===== config.mk =====
export PLATFORM = sky130hd
export DESIGN_NAME = bra_ctrl
export DESIGN_NICKNAME = d
export VERILOG_FILES = /design/src/hdl/bitmap_run_page_allocator_assert.svh /design/src/hdl/bra_pkg.sv /design/src/hdl/bra_ctrl.sv
export SDC_FILE = /design/constraint.sdc
export NUM_CORES = 1
export LEC_CHECK = 0
export BUFFER_PORTS_ARGS = -buffer_cell sky130_fd_sc_hd__buf_2
export CAP_MARGIN = 5
export CORE_AREA = 2 2 45 47
export CTS_CLUSTER_SIZE = 24
export DETAILED_ROUTE_END_ITERATION = 8
export DIE_AREA = 0 0 47 49
export GPL_TIMING_DRIVEN = 0
export PLACE_DENSITY = 0.71
export SLEW_MARGIN = 20
export SYNTH_ARGS = -nofsm -noshare
export SYNTH_HDL_FRONTEND = slang
export SYNTH_SLANG_ARGS = --single-unit
export TNS_END_PERCENT = 100

===== constraint.sdc =====
create_clock -name clk -period 1.8 [get_ports clk]
set_clock_uncertainty 0.15 [all_clocks]
set_input_delay 0.18 -clock clk [delete_from_list [all_inputs] [get_ports clk]]
set_output_delay 0.18 -clock clk [all_outputs]
set_load 0.005 [all_outputs]

===== src/hdl/bitmap_run_page_allocator_assert.svh =====
// assertion macros for the page allocator
`ifndef BITMAP_RUN_PAGE_ALLOCATOR_ASSERT_SVH
`define BITMAP_RUN_PAGE_ALLOCATOR_ASSERT_SVH

`ifndef SYNTHESIS

`define BRA_ASSERT_IMP(label, ante, cons) \
  label: assert property (@(posedge clk) disable iff (!rst_n) (ante) |-> (cons)) \
    else $error("same-cycle implication violated");

`define BRA_ASSERT_NXT(label, ante, cons) \
  label: assert property (@(posedge clk) disable iff (!rst_n) (ante) |=> (cons)) \
    else $error("next-cycle implication violated");

`else

`define BRA_ASSERT_IMP(label, ante, cons)

`define BRA_ASSERT_NXT(label, ante, cons)

`endif

`endif


===== src/hdl/bra_pkg.sv =====
`default_nettype none

package bra_pkg;

  localparam int NUM_PAGES = 4096;
  localparam int MAX_RUN   = 64;
  localparam int WORD_BITS = 64;
  localparam int MAP_WORDS = NUM_PAGES / WORD_BITS;
  localparam int WORD_AW   = $clog2(MAP_WORDS);
  localparam int BIT_AW    = $clog2(WORD_BITS);
  localparam int PAGE_W    = WORD_AW + BIT_AW;
  localparam int COUNT_W   = 7;
  localparam int CFG_IDX_W = 3;
  localparam int RUN_LVLS  = BIT_AW + 1;

  localparam logic REQ_ALLOC = 1'b0;
  localparam logic REQ_FREE  = 1'b1;

  localparam logic [1:0] ZN_DMA    = 2'd0;
  localparam logic [1:0] ZN_NORMAL = 2'd1;
  localparam logic [1:0] ZN_HIGH   = 2'd2;
  localparam logic [1:0] ZN_BAD    = 2'd3;

  localparam logic [1:0] ST_OK        = 2'd0;
  localparam logic [1:0] ST_BAD_ZONE  = 2'd1;
  localparam logic [1:0] ST_NO_SPACE  = 2'd2;
  localparam logic [1:0] ST_BAD_COUNT = 2'd3;

  localparam logic [CFG_IDX_W-1:0] CFG_DMA_FIRST    = 3'd0;
  localparam logic [CFG_IDX_W-1:0] CFG_DMA_LAST     = 3'd1;
  localparam logic [CFG_IDX_W-1:0] CFG_NORMAL_FIRST = 3'd2;
  localparam logic [CFG_IDX_W-1:0] CFG_NORMAL_LAST  = 3'd3;
  localparam logic [CFG_IDX_W-1:0] CFG_HIGH_FIRST   = 3'd4;
  localparam logic [CFG_IDX_W-1:0] CFG_HIGH_LAST    = 3'd5;

  typedef enum logic [2:0] {
    RD_NONE  = 3'd0,
    RD_FIRST = 3'd1,
    RD_NEXT  = 3'd2,
    RD_A     = 3'd3,
    RD_B     = 3'd4
  } rd_sel_t;

  typedef struct packed {
    logic       latch_req;
    logic       scan_init;
    logic       scan_eval;
    logic       scan_adv;
    logic       take_hit;
    logic       load_free;
    rd_sel_t    rd_sel;
    logic       wr_a;
    logic       wr_b;
    logic       load_out;
    logic [1:0] status;
  } dp_cmd_t;

  typedef struct packed {
    logic is_free;
    logic bad_zone;
    logic alloc_cnt_bad;
    logic free_cnt_bad;
    logic zone_empty;
    logic hit_any;
    logic word_last;
    logic need_b;
  } dp_stat_t;

endpackage

`default_nettype wire


===== src/hdl/bra_ctrl.sv =====
`default_nettype none

module bra_ctrl
  import bra_pkg::*;
(
  input  logic     clk,
  input  logic     rst_n,
  input  logic     in_valid,
  output logic     in_ready,
  output logic     out_valid,
  input  logic     out_ready,
  input  dp_stat_t stat,
  output dp_cmd_t  cmd
);

  typedef enum logic [7:0] {
    S_IDLE     = 8'b0000_0001,
    S_CHECK    = 8'b0000_0010,
    S_SCAN_EV  = 8'b0000_0100,
    S_SCAN_ENC = 8'b0000_1000,
    S_MOD_RD   = 8'b0001_0000,
    S_MOD_WA   = 8'b0010_0000,
    S_MOD_WB   = 8'b0100_0000,
    S_FIN      = 8'b1000_0000
  } state_t;

  state_t     state_r, state_nxt;
  logic [1:0] status_r, status_nxt;
  logic       out_valid_r, out_valid_nxt;

  always_ff @(posedge clk) begin
    if (!rst_n) begin
      state_r     <= S_IDLE;
      status_r    <= ST_OK;
      out_valid_r <= 1'b0;
    end else begin
      state_r     <= state_nxt;
      status_r    <= status_nxt;
      out_valid_r <= out_valid_nxt;
    end
  end

  always_comb begin
    state_nxt     = state_r;
    status_nxt    = status_r;
    out_valid_nxt = out_valid_r & ~out_ready;
    in_ready      = 1'b0;
    cmd           = '0;
    cmd.rd_sel    = RD_NONE;
    case (state_r)
      S_IDLE: begin
        in_ready = 1'b1;
        if (in_valid) begin
          cmd.latch_req = 1'b1;
          state_nxt     = S_CHECK;
        end
      end
      S_CHECK: begin
        if (stat.is_free) begin
          if (stat.free_cnt_bad) begin
            status_nxt = ST_BAD_COUNT;
            state_nxt  = S_FIN;
          end else begin
            cmd.load_free = 1'b1;
            state_nxt     = S_MOD_RD;
          end
        end else if (stat.bad_zone) begin
          status_nxt = ST_BAD_ZONE;
          state_nxt  = S_FIN;
        end else if (stat.alloc_cnt_bad) begin
          status_nxt = ST_BAD_COUNT;
          state_nxt  = S_FIN;
        end else if (stat.zone_empty) begin
          status_nxt = ST_NO_SPACE;
          state_nxt  = S_FIN;
        end else begin
          cmd.scan_init = 1'b1;
          cmd.rd_sel    = RD_FIRST;
          state_nxt     = S_SCAN_EV;
        end
      end
      S_SCAN_EV: begin
        cmd.scan_eval = 1'b1;
        state_nxt     = S_SCAN_ENC;
      end
      S_SCAN_ENC: begin
        if (stat.hit_any) begin
          cmd.take_hit = 1'b1;
          state_nxt    = S_MOD_RD;
        end else if (stat.word_last) begin
          status_nxt = ST_NO_SPACE;
          state_nxt  = S_FIN;
        end else begin
          cmd.scan_adv = 1'b1;
          cmd.rd_sel   = RD_NEXT;
          state_nxt    = S_SCAN_EV;
        end
      end
      S_MOD_RD: begin
        cmd.rd_sel = RD_A;
        state_nxt  = S_MOD_WA;
      end
      S_MOD_WA: begin
        cmd.wr_a   = 1'b1;
        status_nxt = ST_OK;
        if (stat.need_b) begin
          cmd.rd_sel = RD_B;
          state_nxt  = S_MOD_WB;
        end else begin
          state_nxt = S_FIN;
        end
      end
      S_MOD_WB: begin
        cmd.wr_b  = 1'b1;
        state_nxt = S_FIN;
      end
      S_FIN: begin
        cmd.status = status_r;
        if (!out_valid_r || out_ready) begin
          cmd.load_out  = 1'b1;
          out_valid_nxt = 1'b1;
          state_nxt     = S_IDLE;
        end
      end
      default: begin
        state_nxt = S_IDLE;
      end
    endcase
  end

  assign out_valid = out_valid_r;

endmodule

`default_nettype wire


---- Word-level counts from Yosys, hierarchy flattened ----
Cells that the tools add are included.
operators by class
  $add $sub $neg .......................... 0
  $mul .................................... 0
  divide/modulo/power cells ............... 0
  $lt $le $gt $ge ......................... 0
  eq/ne operators ......................... 14
  shift-type cells ........................ 0
  muxes and demuxes ....................... 49
  bitwise gates (word level) .............. 2
  reduce and logical (&&, ||, !) cells .... 5
operators by type and width
  operator                                                         number
  8-bit two-way mux                                                10
  8-bit case mux with 8 select lines                               1
  1-bit two-way mux                                                24
  2-bit two-way mux                                                10
  3-bit case mux with 4 select lines                               1
  8-bit by 1-bit == test with 1-bit output, second input constant  1
  8-bit by 2-bit == test with 1-bit output, second input constant  1
  8-bit by 3-bit == test with 1-bit output, second input constant  1
  8-bit by 4-bit == test with 1-bit output, second input constant  1
  8-bit by 5-bit == test with 1-bit output, second input constant  1
  8-bit by 6-bit == test with 1-bit output, second input constant  1
  8-bit by 7-bit == test with 1-bit output, second input constant  1
  8-bit == test, second input constant                             1
  2-bit inequality test, second input constant                     4
  3-bit two-way mux                                                2
  2-bit case mux with 3 select lines                               1
  5-bit inequality test, second input constant                     1
  5-bit AND reduction                                              1
  3-bit inequality test, second input constant                     1
  3-bit nonzero test                                               1
  2-bit AND reduction                                              1
  1-bit bitwise AND                                                1
  1-bit logical NOT                                                1
  1-bit logical OR                                                 1
  1-bit inverter                                                   1
storage, ports and cells
  flip-flop bits (word level) ............. 11
  latch bits .............................. 0
  bits in writable memories ............... 0
  memory bits (read-only) ................. 0
  input port bits ......................... 12
  word-level logic and storage cells ...... 73
  memories ................................ 0

---- Longest topological paths before layout ----
Gate-level depths: netlist (run 1).
  depth after elaboration ................. 5
  gate-level depth with buffers ........... 6
  gate-level depth less buffers ........... 5

---- Least setup slack after synthesis (run 1) ----
No wires, ideal clock.
  path type ............................... register to output
  from .................................... register state_r[6]
  to ...................................... output port cmd[6] (netlist name)
  arrival ................................. 1471 ps
  slack ................................... -1 ps
  cell stages (with the launch flop) ...... 6
  path buffers ............................ 0
  cell sequence ........................... dfxtp_1 or4_4 nor3_2 nand2_1 or3_4 nand2_1
RTL lines
  item                      RTL line        source
  start: declaration        bra_ctrl.sv:27  state_t state_r, state_nxt;
  start signal: assignment  bra_ctrl.sv:37  state_r <= state_nxt;
  end: declaration          bra_ctrl.sv:13  output dp_cmd_t cmd

==> results.toml, run 1 <==
[layout]
drive_above_1_share_pct = 40.3
area_delta_synth_final_pct = 40.5
stdcell_area_sq_um = 1030
layout.nets = 147
n_antenna_cell = 0
seqCellArea_sq_um = 224
multi_input_area_sq_um = 514
final_core_util_pct = 55.8
fillerInstances = 160
fin_cells = 161

[placed_design]
dp_hpwl_um = 1410
dp_slack_ns = -0.180
dp.cells = 149
io_buffers = 27
placed_area_sq_um = 901
gp_congestion = 0.868

[clocking]
clock_latency_ns = 0.26
cts_tree = "built"
numCtsBuffers = 3
h-tree-depth = 1
cts_root_buf = "clkbuf_4"
clock-sinks = 11
clk_path_buf_depth = 2
clkTransAtPathRegs_ns = 0.06

[synthesis]
synth_area_per_cell_sq_um = 7.70
synth_flop_cell = "dfxtp_1"
synth_seq_cells = 11
yosys_warnings = 0
yosysSeqAreaShare_pct = 30.1
async_flop_share_pct = 0
synth-edff-count = 0
synthesis.area_sq_um = 732
synth_cell_type_count = 42
syn_nets = 107
syn_inst = 95

[power]
leakage_nw = 0.524
power.ir.vdd_worst_uv = 321
power_density_nw_per_um2 = 531

[worst_hold_path]
hp-class = "primary input to register"
min_from = "stat[0]"

[critical_path]
r2r_start = "state_r[6]"
critPathLaunchType = "register"
cp-startpoint = "state_r[6]"
arrival_ns = 1.90
worstPathMaxFanout = 3
worstSetupPathType = "register to primary output"
cp.required_ns = 1.47
cp-end-kind = "primary output"

[global_route]
grt_remaining_overflow = 0
grt_max_degree = 11
grt_use_total_pct = 18.6
grt_pass1_wl_um = 3200
grt_pass1_vias = 781
antenna_found_initial = 0

[drt]
routedWlPerCell_um = 11.9
firstDrtPassIters = 4
avgViaCountPerCell = 5.26
routed_wl_um = 1920
drtAntennaViolNets = 0
drc_errors = 0
drtIter0Drc = 30
vias = 847

[floorplanning]
placement_rows = 16
fp.dieW_um = 47
start_util_pct = 39.7
io_pins = 28
die-height_um = 49
core_area_sq_um = 1840
die_area_sq_um = 2300

[timing]
hold_viol = 0
fin_crit_ns = 2.23
clock.fmax_mhz = 449
slew_violations = 0
rsz0062_at_grt = "yes"
hold_ws_ns = 0.0219
worst_pin_slew_ns = 0.422
slew_headroom_pct = 71.6
fin_crit_sh_pct = 124
setup_viol = 18
timing.final.ws_setup_ns = -0.425

[job]
cap_violations = 0

[outcome]
status = "complete, but fails checks"
violations = "negative setup slack"
-- cells in the mapped netlist, types with 3 or more instances --
cell      n  area share (%)
nor2_1   14             7.2
and2_1    3             2.6
nand3_1   3             2.1
and3_1    3             2.6
dfxtp_1  11              30
inv_1     7             3.6
nand2_1   8             4.1
nor2b_1   4             3.4
-- cell families after synthesis --
family / Yosys count / share of synthesized area, %
multiplexers: 1 / 1.37
XOR/XNOR: 1 / 1.20
buffers and inverters: 9 / 4.79
flip-flops: 11 / 30.1
AO/OA/AOI/OAI: 18 / 19.3
AND/OR/NAND/NOR: 55 / 43.2
-- layer usage --
layer / global-route usage, % / up-vias / wire [um]
met4: 9.26 / 0 / 45
met1: 24.1 / 384 / 788
met3: 2.59 / 7 / 160
met5: 0 / - / 0
li1: - / 419 / -
met2: 29.0 / 37 / 928
-- cell usage in the layout, fill, tap and decap left out, types with 3 or more instances in the layout --
cell | netlist | routed
dfxtp_2 | 0 | 3
buf_2 | 0 | 27
and3_1 | 3 | 3
clkbuf_4 | 0 | 3
inv_1 | 7 | 6
nand2_1 | 8 | 7
nor2b_1 | 4 | 4
nor2_1 | 14 | 12
buf_4 | 0 | 8
and2_1 | 3 | 3
dfxtp_1 | 11 | 8
-- path summary, 6_finish.rpt --
check | slack (ns) | end | cells past startpoint
hold reg to reg | 0.32 | status_r[0] | 2
hold / removal | 0.02 | state_r[6] | 2
setup reg to reg | -0.23 | status_r[0] | 7
setup / recovery | -0.43 | cmd[6] | 6
-- stage by stage --
stage	setup TNS, ns	power (mW)
floorplan	-0.000545	0.331
global placement	-1.53	0.366
detailed placement	-1.36	0.367
CTS	-4.35	0.549
global route	-5.70	0.589
finish	-3.13	0.546
-- state kept, by name, indices dropped and copies added, names as in the netlist --
signal     flops
status_r       2
state_r        8
out_valid      1
-- final cells by class --
| type | instances | share of cell area [%] |
|---|---|---|
| Multi-Input combinational cell | 75 | 50.0 |
| Sequential cell | 11 | 21.8 |
| Timing Repair Buffer | 35 | 19.0 |
| Tap cell | 27 | 3.28 |
| Clock buffer | 4 | 2.55 |
| Inverter | 7 | 2.55 |
| Buffer | 2 | 0.852 |
-- worst max-delay path, cell delays in order, from the launching register on --
cell,delay [ns]
dfxtp_2,0.33
or4_4,0.55
nor3_4,0.13
nand2_1,0.08
or3_4,0.35
nand2_2,0.08
buf_2,0.11
-- power breakdown --
part           switching, mW  total (mW)  internal, mW  leakage (nW)
Combinational         0.0634       0.127        0.0638         0.419
Clock                 0.0741       0.160        0.0855        0.0150
Sequential           0.00851       0.260         0.251        0.0899
Total                  0.146       0.546         0.400         0.524
-- repair_timing --
item	4_1_cts	5_1_grt
pin swaps	1	2
setup endpoints to repair	23	24
resized for setup	9	3
buffers inserted	6	2
hold buffers	0	0
No activity file was read; power rests on OpenSTA's default activity.
==> inputs of run 2 (changes only) <==
--- a/config.mk
+++ b/config.mk
@@ -17,4 +17,4 @@
 export SYNTH_ARGS = -nofsm -noshare
 export SYNTH_HDL_FRONTEND = slang
 export SYNTH_SLANG_ARGS = --single-unit
-export TNS_END_PERCENT = 100
+export TNS_END_PERCENT = 10
==> run 2 against run 1 <==
Compared with the run above:
- the run still ends with negative setup slack left
- cell area is 5.1% lower
- worst hold slack got worse by 0.0040 ns
- sequential power is essentially flat
- non-clock buffer count is 5 lower
- via count shrank 4.5%
- highest routed layer unchanged
==> results.toml, run 2 (same netlist as run 1, synthesis figures left out) <==
[clocking]
cts_root_buf = "clkbuf_4"
clkTransAtPathRegs_ns = 0.07
cts_hold_buf = 0
h-tree-depth = 1
numCtsBuffers = 3
clock-sinks = 11
clk_path_buf_depth = 2
clock_latency_ns = 0.26
cts_tree = "built"

[layout]
fillerInstances = 167
drive_above_1_share_pct = 36.4
largest_register_ffs = 8
area_delta_synth_final_pct = 33.3
stdcell_area_sq_um = 976
layout_commonest_cell = "buf_2"
most-common-layout-cells = "27 x buf_2, 12 x nor2_1, 8 x nand2_1, 8 x dfxtp_1, 7 x inv_1"
fin_cells = 156
regMostFlops = "state_r"
n_antenna_cell = 0
final_core_util_pct = 53.0
layout.nets = 142

[global_route]
grt_use_total_pct = 17.3
antenna_found_initial = 0
grt_pass1_vias = 736
grt_max_degree = 11
grt_remaining_overflow = 0
grt_pass1_wl_um = 2990

[floorplanning]
die-height_um = 49
fp.dieW_um = 47
core_area_sq_um = 1840
die_area_sq_um = 2300
io_pins = 28
start_util_pct = 39.7
placement_rows = 16

[critical_path]
cp_common_cell = "nand2_1"
rrSetupSlack_ns = -0.06
cp-end-kind = "primary output"
max_stage_delay_ns = 0.56
r2r_start = "state_r[0]"
cp.required_ns = 1.47
arrival_ns = 1.91
cp_cell_sequence = "or4_4, nor3_4, nand2_1, or3_4, nand2_1, buf_2"
reg2reg_to = "status_r[0]"
worstPathMaxFanout = 3
reg2reg_depth = 5
cp_slowest_cell = "or4_4"
worstSetupPathType = "register to primary output"
critPathLaunchType = "register"

[drt]
routedWlPerCell_um = 11.6
routed_wl_um = 1800
drc_errors = 0
firstDrtPassIters = 4
drtIter0Drc = 18
drtAntennaViolNets = 0
avgViaCountPerCell = 5.19
vias = 809

[timing]
rsz0062_at_grt = "yes"
fin_crit_sh_pct = 124
fin_crit_ns = 2.24
clock.fmax_mhz = 447
slew_headroom_pct = 72.7
timing.final.ws_setup_ns = -0.438
hold_viol = 0
slew_violations = 0
hold_ws_ns = 0.0179
setup_viol = 15
timing.setup.tns_ns = -2.43
worst_pin_slew_ns = 0.409

[placed_design]
io_buffers = 27
dp_hpwl_um = 1410
dp_slack_ns = -0.180
gp_congestion = 0.868
dp.cells = 149
placed_area_sq_um = 901

[worst_hold_path]
whs_path_depth = 2
hold-path-endpoint = "state_r[6]"
hp-class = "primary input to register"
min_from = "stat[0]"

[outcome]
status = "complete, but fails checks"
violations = "negative setup slack"

[power]
power_mw = 0.537
leakage_nw = 0.504
power.ir.vdd_worst_uv = 324
power_density_nw_per_um2 = 550

[job]
cap_violations = 0
[run 2: worst max-delay path by stage]
| stage | from | end | slack, ns | cells past startpoint |
|---|---|---|---|---|
| finish | state_r[0] | cmd[6] | -0.44 | 6 |
| global route | state_r[0] | cmd[6] | -0.51 | 6 |
| CTS | state_r[6] | cmd[6] | -0.42 | 6 |
| detailed placement | state_r[6] | state_r[3] | -0.18 | 5 |
| global placement | state_r[6] | state_r[3] | -0.20 | 5 |
| floorplan | state_r[6] | cmd[6] | -0.0005 | 5 |
[run 2: what timing repair did]
| item | 4_1_cts | 5_1_grt |
|---|---|---|
| setup buffers | 3 | 0 |
| gates resized for setup | 5 | 3 |
| cloned | 0 | 0 |
| pin swaps | 0 | 2 |
| setup endpoints to repair | 23 | 25 |
[run 2: cell type report]
type                    instances  area, sq um  share of cell area [%]
plain buffers                   2         8.76                   0.897
repair buffers                 30          158                    16.2
well taps                      27         33.8                    3.46
inverters                       7         26.3                    2.69
multi-input cells              75          499                    51.2
flip-flops and latches         11          224                    22.9
clock buffers                   4         26.3                    2.69
[run 2: where the power goes]
part / switching [mW] / leakage (nW) / internal, mW
Sequential: 0.00823 / 0.0899 / 0.251
Combinational: 0.0590 / 0.399 / 0.0565
Clock: 0.0767 / 0.0150 / 0.0857
[run 2: layer usage]
metal  up-vias  global-route usage [%]  share of wire (%)
li1        409                       -                  -
met2        26                    26.9                 46
met1       368                    23.0                 46
met5         -                       0                  0
met4         0                    7.87                2.4
met3         6                    2.22                5.5
[run 2: critical path, delay by kind of cell, from the launching register on]
kind	cells	cell delay [ns]
buf+inv	1	0.11
flops	1	0.34
simple gates	5	1.20
==> inputs of run 3 (changes only) <==
--- a/config.mk
+++ b/config.mk
@@ -13,6 +13,7 @@
 export DIE_AREA = 0 0 47 49
 export GPL_TIMING_DRIVEN = 0
 export PLACE_DENSITY = 0.71
+export RECOVER_POWER = 100
 export SLEW_MARGIN = 20
 export SYNTH_ARGS = -nofsm -noshare
 export SYNTH_HDL_FRONTEND = slang
==> run 3 against run 2 <==
Compared with the run above:
- the flow still finishes with violations (negative setup slack)
- core utilization down 0.34 points
- clock power about the same
- register-to-register slack better by 0.03 ns
- setup slack better by 0.0024 ns
- die area unchanged
- non-clock buffer count unchanged
- routed wire length down 0.67%
- clock-buffer cell count unchanged
- worst hold slack better by 0.0014 ns
- highest routed layer unchanged
==> results.toml, run 3 (same netlist as run 1, synthesis figures left out) <==
[critical_path]
cp-end-kind = "primary output"
rrSetupSlack_ns = -0.03
r2r_start = "state_r[0]"
critPathLaunchType = "register"
cp.required_ns = 1.47
arrival_ns = 1.91
reg2reg_to = "status_r[0]"
worstPathMaxFanout = 3
worstSetupPathType = "register to primary output"
reg2reg_depth = 5

[clocking]
cts_hold_buf = 0
h-tree-depth = 1
cts_root_buf = "clkbuf_4"
clock-sinks = 11
clkTransAtPathRegs_ns = 0.07
numCtsBuffers = 3
cts_tree = "built"
clock_latency_ns = 0.26
clk_path_buf_depth = 2

[drt]
avgViaCountPerCell = 5.19
vias = 810
routed_wl_um = 1790
drtAntennaViolNets = 0
drtIter0Drc = 17
drc_errors = 0
firstDrtPassIters = 4
routedWlPerCell_um = 11.5

[global_route]
met2_usage_pct = 26.9
use_met3_pct = 2.22
grt_remaining_overflow = 0
antenna_found_initial = 0
grt_pass1_vias = 736
use_met1_pct = 23.0
grt_max_degree = 11
grt_use_total_pct = 17.3
grt_pass1_wl_um = 2990
grt-busiest-layer = "met2"

[layout]
area_delta_synth_final_pct = 32.5
layout.nets = 142
final_core_util_pct = 52.6
layout_commonest_cell = "buf_2"
drive_above_1_share_pct = 34.9
regMostFlops = "state_r"
n_antenna_cell = 0
multi_input_area_sq_um = 494
most-common-layout-cells = "27 x buf_2, 12 x nor2_1, 9 x dfxtp_1"
largest_register_ffs = 8
fillerInstances = 168
seqCellArea_sq_um = 223
stdcell_area_sq_um = 970

[power]
power.ir.vdd_worst_uv = 324
power_density_nw_per_um2 = 552
leakage_nw = 0.504

[floorplanning]
core_area_sq_um = 1840
start_util_pct = 39.7
die-height_um = 49
placement_rows = 16
fp.dieW_um = 47
io_pins = 28
die_area_sq_um = 2300

[worst_hold_path]
hp-class = "primary input to register"
min_from = "stat[0]"
whs_path_depth = 2
hold-path-endpoint = "state_r[6]"

[placed_design]
gp_congestion = 0.868
placed_area_sq_um = 901
dp_slack_ns = -0.180
dp_hpwl_um = 1410
io_buffers = 27

[timing]
fin_crit_sh_pct = 124
rsz0062_at_grt = "yes"
slew_headroom_pct = 72.1
slew_violations = 0
timing.final.ws_setup_ns = -0.435
hold_viol = 0
clock.fmax_mhz = 447
fin_crit_ns = 2.24
timing.setup.tns_ns = -2.43
setup_viol = 14
worst_pin_slew_ns = 0.418

[job]
cap_violations = 0

[outcome]
violations = "negative setup slack"
status = "complete, but fails checks"
-- run 3: cell counts in the layout (fill, tap and decap cells not counted) --
Identical to the previous run, type by type.
-- run 3: repair_timing --
action,4_1_cts,5_1_grt
resized for setup,5,3
pin swaps,0,2
endpoints found under the setup margin,23,25
setup buffers,3,0
-- run 3: worst max path at each step --
stage / start / to / slack (ns) / cells after the start
after floorplan: state_r[6] / cmd[6] / -0.0005 / 5
after global placement: state_r[6] / state_r[3] / -0.20 / 5
after detailed placement: state_r[6] / state_r[3] / -0.18 / 5
after CTS: state_r[6] / cmd[6] / -0.42 / 6
after global routing: state_r[0] / cmd[6] / -0.51 / 6
final: state_r[0] / cmd[6] / -0.44 / 6
-- run 3: area by class of cell --
| type | instances | share of cell area, % |
|---|---|---|
| Sequential cell | 11 | 23.0 |
| Timing Repair Buffer | 30 | 16.3 |
| Clock buffer | 4 | 2.71 |
| Buffer | 2 | 0.903 |
| Tap cell | 27 | 3.48 |
| Inverter | 7 | 2.71 |
| Multi-Input combinational cell | 75 | 51.0 |
-- run 3: worst max-delay path, cell delays in order (launching register included) --
cell and delay, ns:
dfxtp_2 0.34, or4_4 0.56, nor3_4 0.13, nand2_1 0.08
or3_4 0.35, nand2_1 0.08, buf_2 0.11
-- run 3: per-layer routing --
layer,wire length (um),part of all wire (%)
met4,39,2.2
met2,833,47
met3,105,5.9
met5,0,0
met1,813,45
-- run 3: stage by stage --
step	hold WS [ns]	power (mW)	cells
after CTS	0.0202	0.537	156
after detailed placement	0.289	0.367	149
final	0.0194	0.535	156
after global placement	0.279	0.366	149
after floorplan	0.176	0.331	95
after global routing	0.0305	0.575	156
-- run 3: where the power goes --
part / internal, mW / leakage, nW / switching [mW] / total [mW]
Combinational: 0.0565 / 0.399 / 0.0574 / 0.114
Sequential: 0.251 / 0.0894 / 0.00816 / 0.259
Clock: 0.0856 / 0.0150 / 0.0760 / 0.162
Total: 0.393 / 0.504 / 0.142 / 0.535
